<file path="src/design/fwrp_pkg.sv">
`default_nettype none
package fwrp_pkg;

  // store depth, a power of two so that slot addresses wrap on their own
  localparam int DEPTH  = 16;
  localparam int ELEM_W = 32;
  localparam int POS_W  = 4;
  localparam int IDX_W  = $clog2(DEPTH);
  localparam int CNT_W  = $clog2(DEPTH + 1);

  localparam int IN_DATA_W  = ((ELEM_W + POS_W + 7) / 8) * 8;
  localparam int OUT_DATA_W = ((ELEM_W + 1 + CNT_W + 7) / 8) * 8;

  typedef enum logic [1:0] {
    OP_ENQUEUE = 2'd0,
    OP_DEQUEUE = 2'd1,
    OP_REMOVE  = 2'd2,
    OP_PEEK    = 2'd3
  } op_t;

  typedef struct packed {
    logic              we;
    logic [IDX_W-1:0]  waddr;
    logic [ELEM_W-1:0] wdata;
    logic [IDX_W-1:0]  raddr;
  } mem_req_t;

  typedef struct packed {
    logic              ok;
    logic [ELEM_W-1:0] element;
    logic              is_empty;
    logic [CNT_W-1:0]  count;
  } result_t;

endpackage
`default_nettype wire

</file>
<file path="src/design/fwrp_store.sv">
`default_nettype none
module fwrp_store (
  input  wire logic                      clk,
  input  wire fwrp_pkg::mem_req_t        req,
  output logic [fwrp_pkg::ELEM_W-1:0]    rdata
);
  import fwrp_pkg::*;

  logic [ELEM_W-1:0] mem [DEPTH];

  always_ff @(posedge clk) begin
    if (req.we) begin
      mem[req.waddr] <= req.wdata;
    end
    rdata <= mem[req.raddr];
  end

endmodule
`default_nettype wire

</file>
<file path="src/design/fwrp_ctrl.sv">
`default_nettype none
module fwrp_ctrl (
  input  wire logic                       clk,
  input  wire logic                       rst,
  input  wire logic                       in_valid,
  output logic                            in_ready,
  input  wire fwrp_pkg::op_t              in_op,
  input  wire logic [fwrp_pkg::ELEM_W-1:0] in_elem,
  input  wire logic [fwrp_pkg::POS_W-1:0] in_pos,
  output fwrp_pkg::mem_req_t              mem_req,
  input  wire logic [fwrp_pkg::ELEM_W-1:0] mem_rdata,
  output logic                            res_valid,
  input  wire logic                       res_ready,
  output fwrp_pkg::result_t               res
);
  import fwrp_pkg::*;

  typedef enum logic [5:0] {
    S_IDLE  = 6'b000001,
    S_EXEC  = 6'b000010,
    S_RDATA = 6'b000100,
    S_CMP   = 6'b001000,
    S_SHIFT = 6'b010000,
    S_DONE  = 6'b100000
  } state_t;

  state_t            state, state_next;
  op_t               op, op_next;
  logic [ELEM_W-1:0] elem, elem_next;
  logic [POS_W-1:0]  pos, pos_next;
  logic [IDX_W-1:0]  head, head_next;
  logic [CNT_W-1:0]  count, count_next;
  logic [CNT_W-1:0]  k, k_next;
  logic              res_ok, res_ok_next;
  logic [ELEM_W-1:0] res_elem, res_elem_next;

  logic [CNT_W-1:0]  k1, k2;
  logic [IDX_W-1:0]  addr_k, addr_k1, addr_k2;

  assign k1      = k + CNT_W'(1);
  assign k2      = k + CNT_W'(2);
  assign addr_k  = head + k[IDX_W-1:0];
  assign addr_k1 = head + k1[IDX_W-1:0];
  assign addr_k2 = head + k2[IDX_W-1:0];

  always_comb begin
    state_next    = state;
    op_next       = op;
    elem_next     = elem;
    pos_next      = pos;
    head_next     = head;
    count_next    = count;
    k_next        = k;
    res_ok_next   = res_ok;
    res_elem_next = res_elem;
    mem_req.we    = 1'b0;
    mem_req.waddr = addr_k;
    mem_req.wdata = elem;
    mem_req.raddr = head;

    unique case (state)
      S_IDLE: begin
        if (in_valid) begin
          op_next       = in_op;
          elem_next     = in_elem;
          pos_next      = in_pos;
          res_ok_next   = 1'b0;
          res_elem_next = '0;
          k_next        = '0;
          state_next    = S_EXEC;
        end
      end
      S_EXEC: begin
        state_next = S_DONE;
        unique case (op)
          OP_ENQUEUE: begin
            if (count < CNT_W'(DEPTH)) begin
              mem_req.we    = 1'b1;
              mem_req.waddr = head + count[IDX_W-1:0];
              count_next    = count + CNT_W'(1);
              res_ok_next   = 1'b1;
            end
          end
          OP_DEQUEUE: begin
            mem_req.raddr = head;
            if (count != '0) begin
              state_next = S_RDATA;
            end
          end
          OP_REMOVE: begin
            mem_req.raddr = head;
            if (count != '0) begin
              state_next = S_CMP;
            end
          end
          OP_PEEK: begin
            mem_req.raddr = head + IDX_W'(pos);
            if (CNT_W'(pos) < count) begin
              state_next = S_RDATA;
            end
          end
          default: begin
            state_next = S_DONE;
          end
        endcase
      end
      S_RDATA: begin
        res_ok_next   = 1'b1;
        res_elem_next = mem_rdata;
        if (op == OP_DEQUEUE) begin
          head_next  = head + IDX_W'(1);
          count_next = count - CNT_W'(1);
        end
        state_next = S_DONE;
      end
      S_CMP: begin
        mem_req.raddr = addr_k1;
        if (mem_rdata == elem) begin
          if (k1 < count) begin
            state_next = S_SHIFT;
          end else begin
            count_next  = count - CNT_W'(1);
            res_ok_next = 1'b1;
            state_next  = S_DONE;
          end
        end else if (k1 < count) begin
          k_next = k1;
        end else begin
          state_next = S_DONE;
        end
      end
      S_SHIFT: begin
        // pull the entry behind up into the freed slot
        mem_req.we    = 1'b1;
        mem_req.waddr = addr_k;
        mem_req.wdata = mem_rdata;
        mem_req.raddr = addr_k2;
        k_next        = k1;
        if (k2 >= count) begin
          count_next  = count - CNT_W'(1);
          res_ok_next = 1'b1;
          state_next  = S_DONE;
        end
      end
      S_DONE: begin
        if (res_ready) begin
          state_next = S_IDLE;
        end
      end
      default: begin
        state_next = S_IDLE;
      end
    endcase
  end

  always_ff @(posedge clk) begin
    if (rst) begin
      state <= S_IDLE;
      head  <= '0;
      count <= '0;
    end else begin
      state <= state_next;
      head  <= head_next;
      count <= count_next;
    end
    op       <= op_next;
    elem     <= elem_next;
    pos      <= pos_next;
    k        <= k_next;
    res_ok   <= res_ok_next;
    res_elem <= res_elem_next;
  end

  assign in_ready     = (state == S_IDLE);
  assign res_valid    = (state == S_DONE);
  assign res.ok       = res_ok;
  assign res.element  = res_elem;
  assign res.is_empty = (count == '0);
  assign res.count    = count;

  a_count_bound: assert property (@(posedge clk) disable iff (rst)
    count <= CNT_W'(DEPTH))
    else $error("entry count beyond depth");

  a_count_step: assert property (@(posedge clk) disable iff (rst)
    (count == $past(count)) || (count == $past(count) + CNT_W'(1)) ||
    (count + CNT_W'(1) == $past(count)))
    else $error("entry count moved by more than one");

  a_write_states: assert property (@(posedge clk) disable iff (rst)
    mem_req.we |-> (state == S_EXEC) || (state == S_SHIFT))
    else $error("store written outside enqueue or shift");

  a_count_only_in_work: assert property (@(posedge clk) disable iff (rst)
    (state == S_IDLE) || (state == S_DONE) |=> count == $past(count))
    else $error("entry count changed while idle or holding a result");

endmodule
`default_nettype wire

</file>
<file path="src/design/fifo_with_remove_and_peek_core.sv">
// channel  | dir | beat fields (tdata/tuser)
// s_axis   | in  | tuser: operation; tdata: element, position
// m_axis   | out | tuser: ok; tdata: element_out, is_empty, entry_count
//
// enqueue, a failed dequeue or peek, and remove on an empty queue pass S_EXEC then S_DONE;
// a dequeue or peek that hits adds S_RDATA. remove reads the store once per compared slot,
// then reads and writes once per slot moved up, all through a single port pair
// one item at a time; a result waits in the output register while the next runs
// with the output stalled the next result holds in the core and s_axis_tready stays low
// rst is synchronous and empties the queue
`default_nettype none
module fifo_with_remove_and_peek_core (
  input  wire logic                              clk,
  input  wire logic                              rst,
  input  wire logic                              s_axis_tvalid,
  output logic                                   s_axis_tready,
  input  wire logic [fwrp_pkg::IN_DATA_W-1:0]    s_axis_tdata,  // element, position, zero pad
  input  wire logic [1:0]                        s_axis_tuser,  // operation
  output logic                                   m_axis_tvalid,
  input  wire logic                              m_axis_tready,
  output logic [fwrp_pkg::OUT_DATA_W-1:0] m_axis_tdata,  // element_out, is_empty, entry_count
  output logic [0:0]                             m_axis_tuser   // ok
);
  import fwrp_pkg::*;

  mem_req_t          mem_req;
  logic [ELEM_W-1:0] mem_rdata;
  logic              res_valid, res_ready;
  result_t           res;
  result_t           out_res;
  op_t               in_op;

  assign in_op = op_t'(s_axis_tuser);

  fwrp_ctrl u_ctrl (
    .clk       (clk),
    .rst       (rst),
    .in_valid  (s_axis_tvalid),
    .in_ready  (s_axis_tready),
    .in_op     (in_op),
    .in_elem   (s_axis_tdata[ELEM_W-1:0]),
    .in_pos    (s_axis_tdata[ELEM_W +: POS_W]),
    .mem_req   (mem_req),
    .mem_rdata (mem_rdata),
    .res_valid (res_valid),
    .res_ready (res_ready),
    .res       (res)
  );

  fwrp_store u_store (
    .clk   (clk),
    .req   (mem_req),
    .rdata (mem_rdata)
  );

  assign res_ready = !m_axis_tvalid || m_axis_tready;

  always_ff @(posedge clk) begin
    if (rst) begin
      m_axis_tvalid <= 1'b0;
    end else if (res_ready) begin
      m_axis_tvalid <= res_valid;
    end
    if (res_valid && res_ready) begin
      out_res <= res;
    end
  end

  assign m_axis_tuser = out_res.ok;
  assign m_axis_tdata = {(OUT_DATA_W - ELEM_W - 1 - CNT_W)'(0),
                         out_res.count, out_res.is_empty, out_res.element};

  a_fail_zero: assert property (@(posedge clk) disable iff (rst)
    m_axis_tvalid && !out_res.ok |-> out_res.element == '0)
    else $error("failed result carries a nonzero element");

  a_empty_flag: assert property (@(posedge clk) disable iff (rst)
    m_axis_tvalid |-> out_res.is_empty == (out_res.count == '0))
    else $error("empty flag disagrees with count");

  a_busy_no_accept: assert property (@(posedge clk) disable iff (rst)
    s_axis_tvalid && s_axis_tready |=> !s_axis_tready)
    else $error("second beat taken while busy");

endmodule
`default_nettype wire

</file>
<file path="config.mk">
export PLATFORM = sky130hd
export DESIGN_NAME = fifo_with_remove_and_peek_core
export DESIGN_NICKNAME = d
export VERILOG_FILES = /design/src/design/fwrp_pkg.sv /design/src/design/fwrp_store.sv /design/src/design/fwrp_ctrl.sv /design/src/design/fifo_with_remove_and_peek_core.sv
export SDC_FILE = /design/constraint.sdc
export NUM_CORES = 1
export LEC_CHECK = 0
export ABC_AREA = 1
export BUFFER_PORTS_ARGS = -buffer_cell sky130_fd_sc_hd__buf_2
export CAP_MARGIN = 0
export CORE_ASPECT_RATIO = 2
export CORE_MARGIN = 3
export CORE_UTILIZATION = 50
export DETAILED_ROUTE_END_ITERATION = 7
export PLACE_DENSITY = 0.8
export SYNTH_ARGS = -nofsm -noshare
export SYNTH_HDL_FRONTEND = slang
export SYNTH_SLANG_ARGS = --single-unit
</file>
<file path="constraint.sdc">
create_clock -name clk -period 3.7 [get_ports clk]
set_clock_uncertainty 0.15 [all_clocks]
set_input_delay 0.555 -clock clk [delete_from_list [all_inputs] [get_ports clk]]
set_output_delay 0.555 -clock clk [all_outputs]
set_load 0.05 [all_outputs]
</file>
==> qor.yml, run 1 <==
placed_design:
  gp_congestion: 0.9482
  dpl.hpwl_mm: 42.70
  io_buffers: 82
  dp_cells: 3532
  postPlaceCellArea_sq_um: 31550
global_routing:
  overflow: 0
  antenna_found_initial: 1
  grt_pass1_wl_mm: 112.4
  grt_max_degree: 129
  grt_pass1_vias: 19990
  grt.total_usage_pct: 23.79
clock_network:
  cts_root_buf: "clkbuf_16"
  worstSkewPairLatency_ps: 620
  cts.htree.levels: 2
  cts_sinks: 675
  cts_tree: "yes"
  ctsResizeCount: 0
  cts_buffers: 54
  cts_max_path_buffers: 3
  clkTransAtPathRegs_ps: 70
routing:
  ant_nets: 0
  wl_met2_mm: 38.68
  highest_layer: "met5"
  drtIter0Drc: 2216
  drt_pass1_iterations: 6
  wl_per_cell_um: 20.40
  drt-met1-wl_mm: 24.81
  wl_met3_mm: 7.121
  drc: 0
  dr_total_vias: 20510
  routed_wl_mm: 74.88
  drt-vias-per-instance: 5.587
sta:
  fmax_mhz: 286.7
  maxSlewHeadroom_pct: 27.39
  period_share_pct: 94.25
  hold_violations: 0
  rsz0062_at_grt: "false"
  setup_violations: 0
  worstMarginPinSlew_ps: 1089
  slew_viol_final: 0
  tns_ps: 0
  layout_min_cycle_time_ps: 3487
die:
  core_sq_um: 58340
  die_w_um: 178.2
  start_util_pct: 50.84
  pin_count: 89
  num_rows: 125
  die_y_um: 350.4
  die_area_sq_um: 62450
synth:
  synth_compound_area_share_pct: 1.456
  yosys-top-cells-count: "edfxtp_1 (627), nand3_1 (537), nand2_1 (486)"
  synth_edf_count: 627
  yosysSeqAreaShare_pct: 66.73
  synthAdderAreaFrac_pct: 1.645
  synthXorXnorAreaFrac_pct: 1.270
  synthMuxAreaShare_pct: 0
  netlist_instances: 2733
  synth_most_common_cell: "edfxtp_1"
  async_reset_ff_share_pct: 0
  ys_warn_count: 0
  ys.flop_type: "edfxtp_1"
  synth.avg_cell_area_sq_um: 10.85
  syn-cell-area_sq_um: 29660
  synth_top_family_by_area: "simple AND/OR/NAND/NOR gates"
  yosysTopAreaCell: "edfxtp_1"
  ys_types: 38
  synth_area_leaders: "edfxtp_1 (63%), nand3_1 (9.1%), nand2_1 (6.2%)"
  synth-seq-cells: 675
  synth-simple-area-share_pct: 20.43
  synth_top_area_share_pct: 63.49
worst_hold_path:
  hp-class: "input port to flip-flop"
setup_path:
  crit_chain: "inv_2, nor2_1, nand3_4, xor2_1, ha_1, inv_1, fa_1, xnor2_1, nand2_1, nand3_1, o21ai_4, buf_4, nand3_1, nand3_1, nand2_1"
  slowest_delay_ps: 470
  path_class: "flip-flop to flip-flop"
  crit_family: "simple AND/OR/NAND/NOR gates"
  cp.required_ps: 4050
  cp_slowest_cell: "buf_4"
  cp_max_fo: 21
  path_common_cell: "nand3_1"
  cp-start-kind: "flip-flop"
  critical_path_buf_inv_count: 3
  cp.arrival_ps: 3840
  cp-end-kind: "flip-flop"
power_and_ir_drop:
  ir_worst_vdd_mv: 0.3389
  p_leak_nw: 13.76
  power_density_nw_per_um2: 456.9
  power.total_w: 0.01543
finish:
  drive_gt1_share_pct: 10.66
  layout.cells.non_filler: 3670
  nNetsFinal: 2945
  synthToLayoutAreaGrowth_pct: 13.86
  num_antenna_cells: 0
  design_area_sq_um: 33770
outcome:
  status: "finished clean"
job:
  cap_violations: 0
==> final cells by class <==
type / count / area (sq um)
Fill cell: 4418 / 24570
Sequential cell: 675 / 19790
Multi-Input combinational cell: 1437 / 7538
Timing Repair Buffer: 213 / 1824
Inverter: 482 / 1819
Clock buffer: 63 / 1415
Tap cell: 762 / 953.4
Clock inverter: 38 / 426.7
==> sequential cells by signal (all words and copies together) (netlist names) <==
| name | count |
|---|---|
| m_axis_tdata | 38 |
| m_axis_tuser | 1 |
| m_axis_tvalid | 1 |
| u_ctrl.count | 5 |
| u_ctrl.elem | 32 |
| u_ctrl.head | 4 |
| u_ctrl.k | 5 |
| u_ctrl.op | 2 |
| u_ctrl.pos | 4 |
| u_ctrl.res_elem | 32 |
| u_ctrl.res_ok | 1 |
| u_ctrl.state | 6 |
| u_store.mem | 512 |
| u_store.rdata | 32 |
==> power by group <==
| group | switching (W) | internal, W | leakage (nW) |
|---|---|---|---|
| clock network | 0.00271 | 0.00327 | 0.885 |
| logic | 0.000565 | 0.000283 | 6.78 |
| registers | 0.0000936 | 0.00850 | 6.09 |
==> cells in the final DEF, fill, tap and decap left out, drive strengths merged, types with 46 or more instances in the layout <==
cell,count
edfxtp,627
nand3,541
nand2,490
inv,488
buf,176
nand3b,129
nor2,93
clkbuf,63
dfxtp,48
o21ai,46
==> timing repair <==
action                                 4_1_cts  5_1_grt
setup buffers                                0        0
hold buffers                                37        0
endpoints found under the hold margin       37        0
==> per-layer routing <==
layer  global-route usage [%]  up-vias
met5                        0        -
met4                    12.99        2
met3                    3.390      282
met2                    41.96     1212
met1                    27.67     9642
li1                         -     9367
==> worst reg2reg max path, cell delays in order, from the launching register on <==
cell	delay, ps
dfxtp_1	400
inv_2	50
nor2_1	190
nand3_4	250
xor2_1	210
ha_1	190
inv_1	60
fa_1	400
xnor2_1	150
nand2_1	80
nand3_1	120
o21ai_4	310
buf_4	480
nand3_1	150
nand3_1	140
nand2_1	60
==> per-stage QoR <==
| stage | hold slack (ps) | utilization [%] | setup slack, ps |
|---|---|---|---|
| after floorplan | 250.3 | - | 36.38 |
| after global placement | 250.3 | 54.09 | 385.3 |
| after detailed placement | 254.5 | 54.09 | 317.9 |
| after CTS | 17.56 | 57.88 | 278.0 |
| after global routing | 17.44 | 57.88 | 21.12 |
| final | 44.93 | 57.88 | 212.6 |
==> worst paths after layout <==
kind | startpoint | endpoint | slack (ps) | cells after the start
worst max-delay path | u_ctrl.state[4]$_SDFFE_PP0P_ | u_store.rdata[9]$_DFF_P_ | 210 | 15
worst min-delay path | s_axis_tdata[24] | u_ctrl.elem[24]$_DFFE_PP_ | 40 | 1
worst max register to register | u_ctrl.state[4]$_SDFFE_PP0P_ | u_store.rdata[9]$_DFF_P_ | 210 | 15
worst min register to register | u_ctrl.res_elem[28]$_SDFFCE_PN0P_ | m_axis_tdata[28]$_DFFE_PP_ | 260 | 0
==> kinds of logic after synthesis <==
group,count (synthesis)
AO/OA/AOI/OAI,80
other,1
AND/OR/NAND/NOR,1276
buffers and inverters,622
adder cells (fa/ha/maj),36
XOR/XNOR,43
flip-flops,675
No activity file was read; power rests on OpenSTA's default activity.
==> run 2, diff against run 1 <==
--- a/config.mk
+++ b/config.mk
@@ -10,9 +10,9 @@
 export CAP_MARGIN = 0
 export CORE_ASPECT_RATIO = 2
 export CORE_MARGIN = 3
-export CORE_UTILIZATION = 50
+export CORE_UTILIZATION = 56
 export DETAILED_ROUTE_END_ITERATION = 7
-export PLACE_DENSITY = 0.8
+export PLACE_DENSITY = 0.76
 export SYNTH_ARGS = -nofsm -noshare
 export SYNTH_HDL_FRONTEND = slang
 export SYNTH_SLANG_ARGS = --single-unit
==> qor.yml, run 2 (synthesis results as in run 1) <==
worst_hold_path:
  min_from: "m_axis_tready"
  hp-class: "input port to flip-flop"
power_and_ir_drop:
  power_frac_comb_pct: 5.5  # about the same
  seqPwrFrac_pct: 55.2  # -0.5 points
  p_leak_nw: 13.79  # +0.24%
  p_int_w: 0.01216  # +0.86%
  switching_share_pct: 21.88  # +0.022 points
  power_density_nw_per_um2: 462.1  # +1.1%
  p_sw_w: 0.003406  # +0.99%
  ir_worst_vdd_mv: 0.5782  # +71%
  clkPwrFrac_pct: 39.3  # +0.5 points
placed_design:
  io_buffers: 82  # unchanged
  gp_congestion: 0.8924  # -5.9%
  postPlaceCellArea_sq_um: 31420  # -0.44%
  dpl.hpwl_mm: 43.71  # +2.4%
routing:
  ant_nets: 0  # unchanged
  routed_wl_mm: 76.79  # +2.5%
  drt_pass1_iterations: 6  # unchanged
  wl_per_cell_um: 21.52  # +5.5%
  drc: 0  # unchanged
  drtIter0Drc: 2552  # +15%
  drt-vias-per-instance: 5.782  # +3.5%
  dr_total_vias: 20630  # +0.60%
global_routing:
  antenna_found_initial: 0  # -1
  grt_util_met1_pct: 31.47  # +3.8 points
  grt_max_degree: 193  # +50%
  grt_pass1_vias: 20800  # +4.0%
  grt_pass1_wl_mm: 116.8  # +3.9%
  grt.total_usage_pct: 27.18  # +3.4 points
  use_met3_pct: 3.563  # +0.17 points
  overflow: 0  # unchanged
  grt_util_met2_pct: 46.83  # +4.9 points
  top_usage_layer: "met2"
setup_path:
  cp_max_fo: 9  # -57%
  r2r_slack_ps: 230  # +20 ps
  cp.required_ps: 4100  # +50 ps
  cp.arrival_ps: 3870  # +30 ps
  cp-end-kind: "flip-flop"
  rr_startpoint: "u_ctrl.k[0]$_SDFFCE_PP0P_"
  cp-start-kind: "flip-flop"
  path_class: "flip-flop to flip-flop"
  cp-startpoint: "u_ctrl.k[0]$_SDFFCE_PP0P_"
sta:
  worstMarginPinSlew_ps: 1180  # +90.61 ps
  layout_min_cycle_time_ps: 3465  # -22.25 ps
  maxSlewHeadroom_pct: 21.35  # -6.0 points
  fmax_mhz: 288.6  # +0.64%
  hold_violations: 0  # unchanged
  rsz0062_at_grt: "false"
  tns_ps: 0  # unchanged
  slew_viol_final: 0  # unchanged
  period_share_pct: 93.65  # -0.60 points
  setup_violations: 0  # unchanged
die:
  die_w_um: 168.7  # -5.3%
  die_y_um: 331.4  # -5.4%
  pin_count: 89  # unchanged
  core_sq_um: 52120  # -11%
  start_util_pct: 56.90  # +6.1 points
  num_rows: 118  # -5.6%
  die_area_sq_um: 55920  # -10%
finish:
  num_antenna_cells: 0  # unchanged
  synthToLayoutAreaGrowth_pct: 13.59
  final_common_cell: "edfxtp_1"
  regMostFlops: "u_store.mem"
  nNetsFinal: 2944  # -0.034%
  largest_register_ffs: 512  # unchanged
  drive_gt1_share_pct: 10.73  # +0.069 points
  design_area_sq_um: 33690  # -0.23%
  layout_common_cells: "edfxtp_1 (627), nand3_1 (537), nand2_1 (486), inv_1 (472), nand3b_1 (129)"
clock_network:
  worstSkewPairLatency_ps: 620  # about the same
  ctsResizeCount: 0  # unchanged
  hold_buffers: 38  # +2.7%
  clkTransAtPathRegs_ps: 70  # about the same
  cts_root_buf: "clkbuf_16"
  cts_tree: "yes"
  cts.htree.levels: 2  # unchanged
  cts_setup_buffers: 0  # unchanged
  cts_max_path_buffers: 3  # unchanged
  cts_sinks: 675  # unchanged
  cts_buffers: 54  # unchanged
outcome:
  status: "finished clean"
job:
  cap_violations: 0  # unchanged
[run 2: per-layer routing]
layer | routed length [um] | up-vias
met3 | 6546 | 277
met5 | 0 | -
li1 | - | 9360
met4 | 5028 | 0
met1 | 26050 | 9826
met2 | 39160 | 1166
[run 2: layout make-up]
| class | count | area, sq um |
|---|---|---|
| sequential | 675 | 19790 |
| fill | 3743 | 18430 |
| multi-input combinational | 1437 | 7531 |
| timing repair buffer | 212 | 1832 |
| inverter | 482 | 1819 |
| clock buffer | 63 | 1436 |
| tap | 660 | 825.8 |
| clock inverter | 39 | 454.2 |
[run 2: worst max-delay path, cell delays in order, from the launching register on]
cell and delay (ps):
edfxtp_1 550, ha_1 310, xnor2_1 330, o21ai_0 180, ha_1 340, a21oi_1 190, nand3_1 110, nand2_1 80
o211ai_1 80, nand2_1 90, nand2_1 50, nand3_1 80, nand2_2 110, inv_2 300, buf_4 280, nand3_1 100
nand2_1 70
[run 2: worst paths after layout]
| kind | end | cells after the start |
|---|---|---|
| max | u_store.rdata[27]$_DFF_P_ | 16 |
| min | m_axis_tvalid$_SDFFE_PP0P_ | 4 |
| max reg2reg | u_store.rdata[27]$_DFF_P_ | 16 |
| min reg2reg | m_axis_tdata[22]$_DFFE_PP_ | 0 |
[run 2: power by group through the flow]
stage | logic, W | clock network (W) | registers (W)
finish | 0.000853 | 0.00612 | 0.00859
global route | 0.000934 | 0.00640 | 0.00860
CTS | 0.000849 | 0.00615 | 0.00859
detailed placement | 0.000810 | 0 | 0.00876
global placement | 0.000777 | 0 | 0.00876
floorplan | 0.000484 | 0 | 0.00873
[run 2: stage by stage]
stage | total power, W | worst slack (ps) | std cells | util (%) | hold slack, ps
final | 0.01557 | 234.9 | 3568 | 64.64 | 109.8
after global routing | 0.01593 | 46.21 | 3568 | 64.64 | 120.2
after CTS | 0.01559 | 305.0 | 3568 | 64.64 | 76.30
after detailed placement | 0.009569 | 344.0 | 3428 | 60.28 | 255.6
after global placement | 0.009534 | 374.4 | 3428 | 60.28 | 252.9
after floorplan | 0.009216 | 36.38 | 2734 | - | 250.3
